==> config.mk <==
export PLATFORM = sky130hd
export DESIGN_NAME = bounded_key_list_engine_top
export DESIGN_NICKNAME = d
export VERILOG_FILES = /design/src/design/bkle_pkg.sv /design/src/design/bkle_dp.sv /design/src/design/bkle_ctrl.sv /design/src/design/bounded_key_list_engine_top.sv
export SDC_FILE = /design/constraint.sdc
export NUM_CORES = 2
export LEC_CHECK = 0
export BUFFER_PORTS_ARGS = -buffer_cell sky130_fd_sc_hd__buf_2
export CORE_UTILIZATION = 50
export CTS_BUF_LIST = sky130_fd_sc_hd__clkbuf_8
export DETAILED_ROUTE_END_ITERATION = 12
export GPL_ROUTABILITY_DRIVEN = 1
export PLACE_DENSITY = 0.65
export SLEW_MARGIN = 0
export SYNTH_ARGS = -nofsm -noshare
export SYNTH_HDL_FRONTEND = slang
export SYNTH_HIERARCHICAL = 1
export SYNTH_SLANG_ARGS = --single-unit
==> constraint.sdc <==
create_clock -name clk_i -period 9.2 [get_ports clk_i]
set_input_delay 1.84 -clock clk_i [delete_from_list [all_inputs] [get_ports clk_i]]
set_output_delay 1.84 -clock clk_i [all_outputs]
set_load 0.02 [all_outputs]
==> src/design/bkle_pkg.sv <==
// bounded key list engine: shared types and constants
// used by bkle_ctrl, bkle_dp and bounded_key_list_engine_top
package bkle_pkg;

  localparam int KeyW  = 32;
  localparam int KindW = 2;

  typedef enum logic [KindW-1:0] {
    KIND_APPEND = 2'd0,
    KIND_FRONT  = 2'd1,
    KIND_SORTED = 2'd2,
    KIND_FIND   = 2'd3
  } bkle_kind_e;

  typedef enum logic [1:0] {
    ST_IDLE,
    ST_EXEC,
    ST_SCAN
  } bkle_state_e;

  // controller to datapath
  typedef struct packed {
    logic load;
    logic ins;
    logic res_ok;
    logic res_fail;
    logic scan_init;
    logic rot;
    logic emit;
  } bkle_cmd_t;

  // datapath to controller
  typedef struct packed {
    bkle_kind_e kind;
    logic       full;
    logic       no_match;
    logic       out_free;
    logic       emit_now;
    logic       scan_last;
  } bkle_sts_t;

endpackage

==> src/design/bkle_dp.sv <==
// bounded key list engine datapath: key cells, count, compare masks,
// scan rotation and output register; depends on bkle_pkg
module bkle_dp #(
  parameter int DEPTH = 32
) (
  input  logic                     clk_i,
  input  logic                     rst_ni,
  input  bkle_pkg::bkle_cmd_t      cmd_i,
  output bkle_pkg::bkle_sts_t      sts_o,
  input  logic [bkle_pkg::KindW-1:0] kind_i,
  input  logic [bkle_pkg::KeyW-1:0]  key_i,
  input  logic                     out_ready_i,
  output logic                     out_valid_o,
  output logic                     out_ok_o,
  output logic [bkle_pkg::KeyW-1:0]  out_key_o,
  output logic                     out_last_o
);

  localparam int CntW  = $clog2(DEPTH + 1);
  localparam int StepW = $clog2(DEPTH);

  logic [bkle_pkg::KeyW-1:0] ent_q [DEPTH];
  logic [bkle_pkg::KeyW-1:0] ent_d [DEPTH];
  logic [CntW-1:0]           cnt_q, cnt_d;
  bkle_pkg::bkle_kind_e      kind_q;
  logic [bkle_pkg::KeyW-1:0] key_q;
  logic [DEPTH-1:0]          eq, ge, at_cnt, sel, first, low;
  logic [DEPTH-1:0]          mask_q;
  logic                      hit_q;
  logic [StepW-1:0]          step_q;
  logic                      out_valid_q, out_ok_q, out_last_q;
  logic [bkle_pkg::KeyW-1:0] out_key_q;
  logic                      out_free;

  // per-cell compares
  always_comb begin
    for (int i = 0; i < DEPTH; i++) begin
      eq[i]     = (CntW'(i) < cnt_q) && (ent_q[i] == key_q);
      ge[i]     = (CntW'(i) < cnt_q) && ($signed(ent_q[i]) >= $signed(key_q));
      at_cnt[i] = (CntW'(i) == cnt_q);
    end
  end

  always_comb begin
    unique case (kind_q)
      bkle_pkg::KIND_APPEND: sel = at_cnt;
      bkle_pkg::KIND_FRONT:  sel = DEPTH'(1);
      bkle_pkg::KIND_SORTED: sel = ge | at_cnt;
      default:               sel = at_cnt;
    endcase
  end

  // insert position as one-hot, and mask of cells below it
  assign first = sel & (~sel + DEPTH'(1));
  assign low   = first - DEPTH'(1);

  always_comb begin
    for (int i = 0; i < DEPTH; i++) begin
      ent_d[i] = ent_q[i];
      if (cmd_i.ins) begin
        if (first[i]) begin
          ent_d[i] = key_q;
        end else if (!low[i] && i > 0) begin
          ent_d[i] = ent_q[(i > 0) ? i - 1 : 0];
        end
      end else if (cmd_i.rot) begin
        if (CntW'(i) == cnt_q - CntW'(1)) begin
          ent_d[i] = ent_q[0];
        end else if (i < DEPTH - 1) begin
          ent_d[i] = ent_q[(i < DEPTH - 1) ? i + 1 : i];
        end
      end
    end
  end

  assign cnt_d = cmd_i.ins ? cnt_q + CntW'(1) : cnt_q;

  always_ff @(posedge clk_i) begin
    for (int i = 0; i < DEPTH; i++) begin
      ent_q[i] <= ent_d[i];
    end
    if (cmd_i.load) begin
      key_q <= key_i;
    end
    if (cmd_i.scan_init) begin
      mask_q <= eq;
      step_q <= '0;
    end else if (cmd_i.rot) begin
      mask_q <= mask_q >> 1;
      step_q <= step_q + StepW'(1);
    end
    if (cmd_i.res_ok || cmd_i.res_fail || cmd_i.emit) begin
      out_ok_q   <= cmd_i.res_ok || cmd_i.emit;
      out_key_q  <= cmd_i.emit ? ent_q[0] : '0;
      out_last_q <= cmd_i.emit ? sts_o.scan_last : 1'b1;
    end
  end

  always_ff @(posedge clk_i or negedge rst_ni) begin
    if (!rst_ni) begin
      cnt_q       <= '0;
      kind_q      <= bkle_pkg::KIND_APPEND;
      hit_q       <= 1'b0;
      out_valid_q <= 1'b0;
    end else begin
      cnt_q <= cnt_d;
      if (cmd_i.load) begin
        kind_q <= bkle_pkg::bkle_kind_e'(kind_i);
      end
      if (cmd_i.scan_init) begin
        hit_q <= 1'b0;
      end else if (cmd_i.rot) begin
        hit_q <= hit_q | mask_q[0];
      end
      if (cmd_i.res_ok || cmd_i.res_fail || cmd_i.emit) begin
        out_valid_q <= 1'b1;
      end else if (out_ready_i) begin
        out_valid_q <= 1'b0;
      end
    end
  end

  assign out_free = !out_valid_q || out_ready_i;

  assign sts_o.kind      = kind_q;
  assign sts_o.full      = (cnt_q == CntW'(DEPTH));
  assign sts_o.no_match  = ~|eq;
  assign sts_o.out_free  = out_free;
  assign sts_o.emit_now  = hit_q | mask_q[0];
  assign sts_o.scan_last = (CntW'(step_q) + CntW'(1) == cnt_q);

  assign out_valid_o = out_valid_q;
  assign out_ok_o    = out_ok_q;
  assign out_key_o   = out_key_q;
  assign out_last_o  = out_last_q;

  a_cnt_range: assert property (@(posedge clk_i) disable iff (!rst_ni)
    cnt_q <= CntW'(DEPTH))
    else $error("count above depth");

  a_result_free: assert property (@(posedge clk_i) disable iff (!rst_ni)
    (cmd_i.res_ok || cmd_i.res_fail || cmd_i.emit) |-> out_free)
    else $error("result written over a pending word");

  a_cnt_hold: assert property (@(posedge clk_i) disable iff (!rst_ni)
    !cmd_i.ins |=> $stable(cnt_q))
    else $error("count moved without insert");

  a_ins_not_full: assert property (@(posedge clk_i) disable iff (!rst_ni)
    cmd_i.ins |-> !sts_o.full)
    else $error("insert into full list");

endmodule

==> src/design/bkle_ctrl.sv <==
// bounded key list engine controller: sequences accept, insert and scan
// depends on bkle_pkg
module bkle_ctrl (
  input  logic                clk_i,
  input  logic                rst_ni,
  input  logic                in_valid_i,
  output logic                in_ready_o,
  input  bkle_pkg::bkle_sts_t sts_i,
  output bkle_pkg::bkle_cmd_t cmd_o
);

  bkle_pkg::bkle_state_e state_q, state_d;

  always_comb begin
    state_d = state_q;
    unique case (state_q)
      bkle_pkg::ST_IDLE: begin
        if (in_valid_i) begin
          state_d = bkle_pkg::ST_EXEC;
        end
      end
      bkle_pkg::ST_EXEC: begin
        if (sts_i.out_free) begin
          if (sts_i.kind == bkle_pkg::KIND_FIND && !sts_i.no_match) begin
            state_d = bkle_pkg::ST_SCAN;
          end else begin
            state_d = bkle_pkg::ST_IDLE;
          end
        end
      end
      bkle_pkg::ST_SCAN: begin
        if (sts_i.out_free && sts_i.scan_last) begin
          state_d = bkle_pkg::ST_IDLE;
        end
      end
      default: state_d = bkle_pkg::ST_IDLE;
    endcase
  end

  always_comb begin
    cmd_o      = '0;
    in_ready_o = 1'b0;
    unique case (state_q)
      bkle_pkg::ST_IDLE: begin
        in_ready_o = 1'b1;
        cmd_o.load = in_valid_i;
      end
      bkle_pkg::ST_EXEC: begin
        if (sts_i.out_free) begin
          if (sts_i.kind == bkle_pkg::KIND_FIND) begin
            cmd_o.res_fail  = sts_i.no_match;
            cmd_o.scan_init = !sts_i.no_match;
          end else if (sts_i.full) begin
            cmd_o.res_fail = 1'b1;
          end else begin
            cmd_o.ins    = 1'b1;
            cmd_o.res_ok = 1'b1;
          end
        end
      end
      bkle_pkg::ST_SCAN: begin
        cmd_o.rot  = sts_i.out_free;
        cmd_o.emit = sts_i.out_free && sts_i.emit_now;
      end
      default: ;
    endcase
  end

  always_ff @(posedge clk_i or negedge rst_ni) begin
    if (!rst_ni) begin
      state_q <= bkle_pkg::ST_IDLE;
    end else begin
      state_q <= state_d;
    end
  end

  a_one_result: assert property (@(posedge clk_i) disable iff (!rst_ni)
    $countones({cmd_o.res_ok, cmd_o.res_fail, cmd_o.emit}) <= 1)
    else $error("two results in one cycle");

  a_scan_ends_emit: assert property (@(posedge clk_i) disable iff (!rst_ni)
    (state_q == bkle_pkg::ST_SCAN && sts_i.out_free && sts_i.scan_last)
      |-> cmd_o.emit)
    else $error("scan ended without final word");

  a_load_idle: assert property (@(posedge clk_i) disable iff (!rst_ni)
    cmd_o.load |=> state_q == bkle_pkg::ST_EXEC)
    else $error("load not followed by execute");

endmodule

==> src/design/bounded_key_list_engine_top.sv <==
// Bounded key list engine: keeps up to DEPTH signed keys in register cells.
// An insert (append, front or sorted) is accepted in the idle state; in the
// execute state all cells are then compared in parallel and shifted in one
// step. A lookup is accepted the same way and then compares all cells; a
// miss ends there, a hit then enters a scan in which the valid cells rotate
// once through position zero, one word going out per cycle from the
// matching entry on; the rotation leaves the list as it was. A new word is
// accepted only when the previous one is finished; output backpressure
// stalls the sequence. Depends on bkle_pkg, bkle_ctrl and bkle_dp.
module bounded_key_list_engine_top #(
  parameter int DEPTH = 32
) (
  input  logic        clk_i,
  input  logic        rst_ni,
  input  logic        s_axis_tvalid,
  output logic        s_axis_tready,
  input  logic [31:0] s_axis_tdata,   // key
  input  logic [1:0]  s_axis_tuser,   // kind
  output logic        m_axis_tvalid,
  input  logic        m_axis_tready,
  output logic [31:0] m_axis_tdata,   // entry_key
  output logic        m_axis_tuser,   // ok
  output logic        m_axis_tlast    // last
);

  bkle_pkg::bkle_cmd_t cmd;
  bkle_pkg::bkle_sts_t sts;

  bkle_ctrl u_ctrl (
    .clk_i      (clk_i),
    .rst_ni     (rst_ni),
    .in_valid_i (s_axis_tvalid),
    .in_ready_o (s_axis_tready),
    .sts_i      (sts),
    .cmd_o      (cmd)
  );

  bkle_dp #(
    .DEPTH (DEPTH)
  ) u_dp (
    .clk_i       (clk_i),
    .rst_ni      (rst_ni),
    .cmd_i       (cmd),
    .sts_o       (sts),
    .kind_i      (s_axis_tuser),
    .key_i       (s_axis_tdata),
    .out_ready_i (m_axis_tready),
    .out_valid_o (m_axis_tvalid),
    .out_ok_o    (m_axis_tuser),
    .out_key_o   (m_axis_tdata),
    .out_last_o  (m_axis_tlast)
  );

endmodule

==> impl_table.tex <==
\begin{tabular}{lr}
\hline
Metric & Value \\
\hline
\multicolumn{2}{l}{\textbf{Outcome}} \\
Result of the run & finished with violations \\
Violations in the final reports & max-slew violations \\
\multicolumn{2}{l}{\textbf{Placed design}} \\
Cell total after placement & 11.5k \\
Post-detailed-placement half-perimeter wirelength & 279000 µm \\
Buffers on Ports & 73 \\
Worst Setup Slack post-DPL & 1.40 ns \\
Routability congestion estimate from global placement & 1.02 \\
\multicolumn{2}{l}{\textbf{Hold path}} \\
Endpoint with the worst hold slack & u\_dp/hit\_q\$\_DFFE\_PN0P\_ \\
Path class of the lowest-slack min-delay path & flip-flop to flip-flop \\
Hold wc startpoint & u\_dp/hit\_q\$\_DFFE\_PN0P\_ \\
Hold Path Cell Cnt & 2 \\
\multicolumn{2}{l}{\textbf{Clock network}} \\
Clock transition at the registers of the reported paths & 0.07 ns \\
Clock tree from TritonCTS & yes \\
Worst skew pair latency & 1.06 ns \\
H-Tree Level Count & 4 \\
Resized Gates After CTS & 0 \\
CTS Root Cell & sky130\_fd\_sc\_hd\_\_clkbuf\_8 \\
Number of sinks driven by the clock tree & 1139 \\
Max clock buf depth & 3 \\
Total CTS buffers & 218 \\
CTS hold repair buffers & 0 \\
Post-CTS setup buffer count & 0 \\
\multicolumn{2}{l}{\textbf{Timing}} \\
Final slew viol count & 11 \\
PnR worst setup slack & 1.10 ns \\
Final setup violating endpoints & 0 \\
RSZ-0062 raised after global routing & no \\
Highest Clock Rate & 124 MHz \\
Worst-case clock skew & 0.0768 ns \\
Slew margin rel. & -0.0624\% \\
Worst Tran Pin Value & 1.50 ns \\
Clock period minus worst slack & 8.10 ns \\
Final worst path period share & 88.0\% \\
Final hold violation count & 0 \\
Final sum of negative setup slack & 0 ns \\
\multicolumn{2}{l}{\textbf{Route}} \\
Via count & 82.2k \\
DR WL/cell & 34.3 µm \\
Pre-Repair DR Iteration Count & 8 \\
DRC Markers & 0 \\
Final Routed Wirelength & 410000 µm \\
Number of nets with antenna violations after detailed routing & 0 \\
Initial drt markers & 11.0k \\
Ratio of routed vias to standard cells & 6.89 \\
\multicolumn{2}{l}{\textbf{Worst setup path}} \\
Maximum single-stage delay on the critical path & 1.02 ns \\
Worst reg2reg path endpoint & u\_dp/ent\_q[1][334]\$\_DFFE\_PP\_ \\
Cell type group with the largest total delay on the critical path & simple AND/OR/NAND/NOR gates \\
R2R Setup Slk & 1.10 ns \\
Maximum fanout along the worst path & 33 \\
Critical path's most frequent cell & sky130\_fd\_sc\_hd\_\_buf\_4 \\
Worst flop-to-flop path startpoint & u\_dp/key\_q[21]\$\_DFFE\_PP\_ \\
Endpoint class of the critical path & flip-flop \\
Nature of the critical path startpoint & flip-flop \\
Buf+Inv Stages, Crit Path & 5 \\
Critical path required time & 9.93 ns \\
Crit Path Category & flip-flop to flip-flop \\
Number of cells traversed by the worst register-to-register path & 16 \\
Series of cell instances along the critical path & buf\_4, inv\_2, buf\_4, ha\_1, nand4\_1, nor4\_1, inv\_1, o2111ai\_1, nand3b\_1, and3\_1, nor3\_1, a31oi\_2, or3\_2, and2\_1, a21oi\_4, buf\_4 \\
Crit path DAT & 8.83 ns \\
Slowest library cell on the worst path & sky130\_fd\_sc\_hd\_\_or3\_2 \\
\multicolumn{2}{l}{\textbf{Global route}} \\
Initial antenna violation count & 28 \\
Combined global-route utilization of all metal layers & 42.7\% \\
Number of global-route vias before repair & 79.1k \\
GRT overflow & 0 \\
Maximum number of pins on one net before global-route repair & 236 \\
First-pass GRT wire length & 573000 µm \\
\multicolumn{2}{l}{\textbf{Layout}} \\
Layout area overhead & 7.87\% \\
Final std cells w/o fill & 11.9k \\
Nets@finish & 10.3k \\
Share of layout cells above drive strength 1 & 17.8\% \\
\multicolumn{2}{l}{\textbf{Die}} \\
Floorplan die width & 432 µm \\
Overall die area & 187000 µm² \\
Die height & 432 µm \\
I/O Pins & 74 \\
Starting density of the core & 50.5\% \\
Core footprint & 183000 µm² \\
Total number of placement rows & 157 \\
\multicolumn{2}{l}{\textbf{Synth}} \\
Post-synth EDFFs & 1122 \\
Average instance area after synthesis & 9.87 µm² \\
Commonest cells post-synth & sky130\_fd\_sc\_hd\_\_a21oi\_1 (1619), sky130\_fd\_sc\_hd\_\_nor2\_1 (1352), sky130\_fd\_sc\_hd\_\_edfxtp\_1 (1122), sky130\_fd\_sc\_hd\_\_ha\_1 (1033), sky130\_fd\_sc\_hd\_\_mux2\_2 (921) \\
Gate count after technology mapping & 9389 \\
Yosys top cell by area & sky130\_fd\_sc\_hd\_\_edfxtp\_1 \\
Most used standard cell by instance count after synthesis & sky130\_fd\_sc\_hd\_\_a21oi\_1 \\
Syn\_nets & 10.5k \\
Combined area of all synthesized cells & 92600 µm² \\
Warning count from the yosys run & 6 \\
Proportion of netlist area held by the largest area contributor & 36.4\% \\
Cell types with the largest area share after synthesis & sky130\_fd\_sc\_hd\_\_edfxtp\_1 (36\%), sky130\_fd\_sc\_hd\_\_ha\_1 (14\%), sky130\_fd\_sc\_hd\_\_mux2\_2 (11\%), sky130\_fd\_sc\_hd\_\_a21oi\_1 (8.7\%), sky130\_fd\_sc\_hd\_\_mux2i\_1 (8.6\%) \\
Share of async-settable or async-resettable flops after synthesis & 1.05\% \\
Part of the Yosys area used for sequential elements & 36.8\% \\
Distinct cells, synth & 97 \\
Predominant post-synthesis flop cell & sky130\_fd\_sc\_hd\_\_edfxtp\_1 \\
FF+latch count, synth & 1139 \\
\multicolumn{2}{l}{\textbf{Flow run}} \\
Number of max-cap violations & 0 \\
\multicolumn{2}{l}{\textbf{Pwr}} \\
Worst supply voltage drop on vdd & 0.255 mV \\
Reported leakage power & 39.8 nW \\
Total power divided by cell area & 333 nW/µm² \\
\hline
\end{tabular}
metal layers:
layer	track usage [%]	share of wire, %	up-vias
met2	64.0	43	5507
li1	-	-	35212
met4	30.1	8.1	8
met1	53.2	37	40040
met5	0	0.016	-
met3	11.3	12	1426
placed cells by master, fill, tap and decap left out, types with 17 or more instances in the layout:
| master | n |
|---|---|
| sky130_fd_sc_hd__a21oi_1 | 1611 |
| sky130_fd_sc_hd__nor2_1 | 1333 |
| sky130_fd_sc_hd__edfxtp_1 | 1122 |
| sky130_fd_sc_hd__ha_1 | 1032 |
| sky130_fd_sc_hd__mux2_2 | 921 |
| sky130_fd_sc_hd__mux2i_1 | 791 |
| sky130_fd_sc_hd__buf_4 | 277 |
| sky130_fd_sc_hd__nand2_1 | 271 |
| sky130_fd_sc_hd__clkbuf_8 | 226 |
| sky130_fd_sc_hd__nand4_1 | 220 |
| sky130_fd_sc_hd__o21ai_0 | 163 |
| sky130_fd_sc_hd__inv_1 | 162 |
| sky130_fd_sc_hd__a211oi_1 | 137 |
| sky130_fd_sc_hd__nand3_1 | 106 |
| sky130_fd_sc_hd__and2_1 | 88 |
| sky130_fd_sc_hd__a21o_1 | 84 |
| sky130_fd_sc_hd__buf_2 | 73 |
| sky130_fd_sc_hd__clkinv_1 | 62 |
| sky130_fd_sc_hd__nor3_1 | 60 |
| sky130_fd_sc_hd__nor4_1 | 51 |
| sky130_fd_sc_hd__and3_1 | 48 |
| sky130_fd_sc_hd__nand2b_1 | 41 |
| sky130_fd_sc_hd__o211ai_1 | 41 |
| sky130_fd_sc_hd__nor2b_1 | 40 |
| sky130_fd_sc_hd__inv_2 | 33 |
| sky130_fd_sc_hd__a31oi_1 | 26 |
| sky130_fd_sc_hd__clkinv_2 | 21 |
| sky130_fd_sc_hd__and4_1 | 21 |
| sky130_fd_sc_hd__a21boi_0 | 19 |
| sky130_fd_sc_hd__buf_12 | 17 |
layout make-up:
type / count / area [µm²]
clock buffer: 226 / 3110
tap: 2464 / 3080
clock inverter: 176 / 842
inverter: 117 / 439
sequential: 1139 / 34100
multi-input combinational: 7433 / 55500
fill: 16488 / 83500
timing repair buffer: 367 / 2790
antenna: 15 / 37.5
worst max path at each step:
stage / startpoint / endpoint / slack, ns / cells past startpoint
2_1_floorplan: u_dp/key_q[1]$_DFFE_PP_ / u_dp/ent_q[1][448]$_DFFE_PP_ / 2.40 / 17
3_3_place_gp: u_dp/key_q[21]$_DFFE_PP_ / u_dp/ent_q[1][328]$_DFFE_PP_ / 1.47 / 16
3_5_place_dp: u_dp/key_q[21]$_DFFE_PP_ / u_dp/ent_q[1][330]$_DFFE_PP_ / 1.40 / 16
4_1_cts: u_dp/key_q[21]$_DFFE_PP_ / u_dp/ent_q[1][334]$_DFFE_PP_ / 1.39 / 16
5_1_grt: u_dp/key_q[21]$_DFFE_PP_ / u_dp/ent_q[1][334]$_DFFE_PP_ / 1.16 / 16
6_report: u_dp/key_q[21]$_DFFE_PP_ / u_dp/ent_q[1][334]$_DFFE_PP_ / 1.10 / 16
cell families after synthesis:
logic type | count (synthesis) | share of synthesized area [%]
muxes | 1713 | 19.8
and+or+nand+nor | 2408 | 12.0
xor gates and xnor gates | 21 | 0.199
adders and majority gates | 1033 | 14.0
DFF | 1139 | 36.8
AOI/OAI and AO/OA | 2258 | 13.7
buffers and inverters | 817 | 3.64
flip-flops by register name, summed over array words and instances (netlist names), 2 cells and up:
register	count
u_dp/kind_q	2
u_dp/step_q	5
u_dp/out_key_o	32
u_dp/mask_q	32
u_dp/cnt_q	6
u_ctrl/state_q	2
u_dp/key_q	32
u_dp/ent_q	1024
metrics by stage:
step | hold slack, ns | total power [mW] | cell area [µm²] | utilization [%]
after floorplan | 0.448 | 21.4 | 92600 | -
after global placement | 0.469 | 27.3 | 95900 | 52.3
after detailed placement | 0.479 | 27.8 | 95900 | 52.3
after CTS | 0.484 | 32.6 | 99900 | 54.4
after global routing | 0.518 | 34.7 | 99900 | 54.5
final | 0.502 | 33.2 | 99900 | 54.5
where the power goes:
part           switching, mW  leakage (nW)  internal (mW)  total (mW)
clock network           2.51          2.30           2.35        4.85
registers               2.33          10.6           8.94        11.3
logic                   10.9          26.9           6.24        17.1
total                   15.7          39.8           17.5        33.2
worst reg2reg max path, cell delays in order, from the launching register on:
cell	delay, ns
sky130_fd_sc_hd__edfxtp_1	0.51
sky130_fd_sc_hd__buf_4	0.33
sky130_fd_sc_hd__inv_2	0.69
sky130_fd_sc_hd__buf_4	0.48
sky130_fd_sc_hd__ha_1	0.25
sky130_fd_sc_hd__nand4_1	0.18
sky130_fd_sc_hd__nor4_1	0.82
sky130_fd_sc_hd__inv_1	0.09
sky130_fd_sc_hd__o2111ai_1	0.37
sky130_fd_sc_hd__nand3b_1	0.12
sky130_fd_sc_hd__and3_1	0.28
sky130_fd_sc_hd__nor3_1	0.79
sky130_fd_sc_hd__a31oi_2	0.51
sky130_fd_sc_hd__or3_2	1.03
sky130_fd_sc_hd__and2_1	0.37
sky130_fd_sc_hd__a21oi_4	0.63
sky130_fd_sc_hd__buf_4	0.36
No activity file was read; power rests on OpenSTA's default activity.
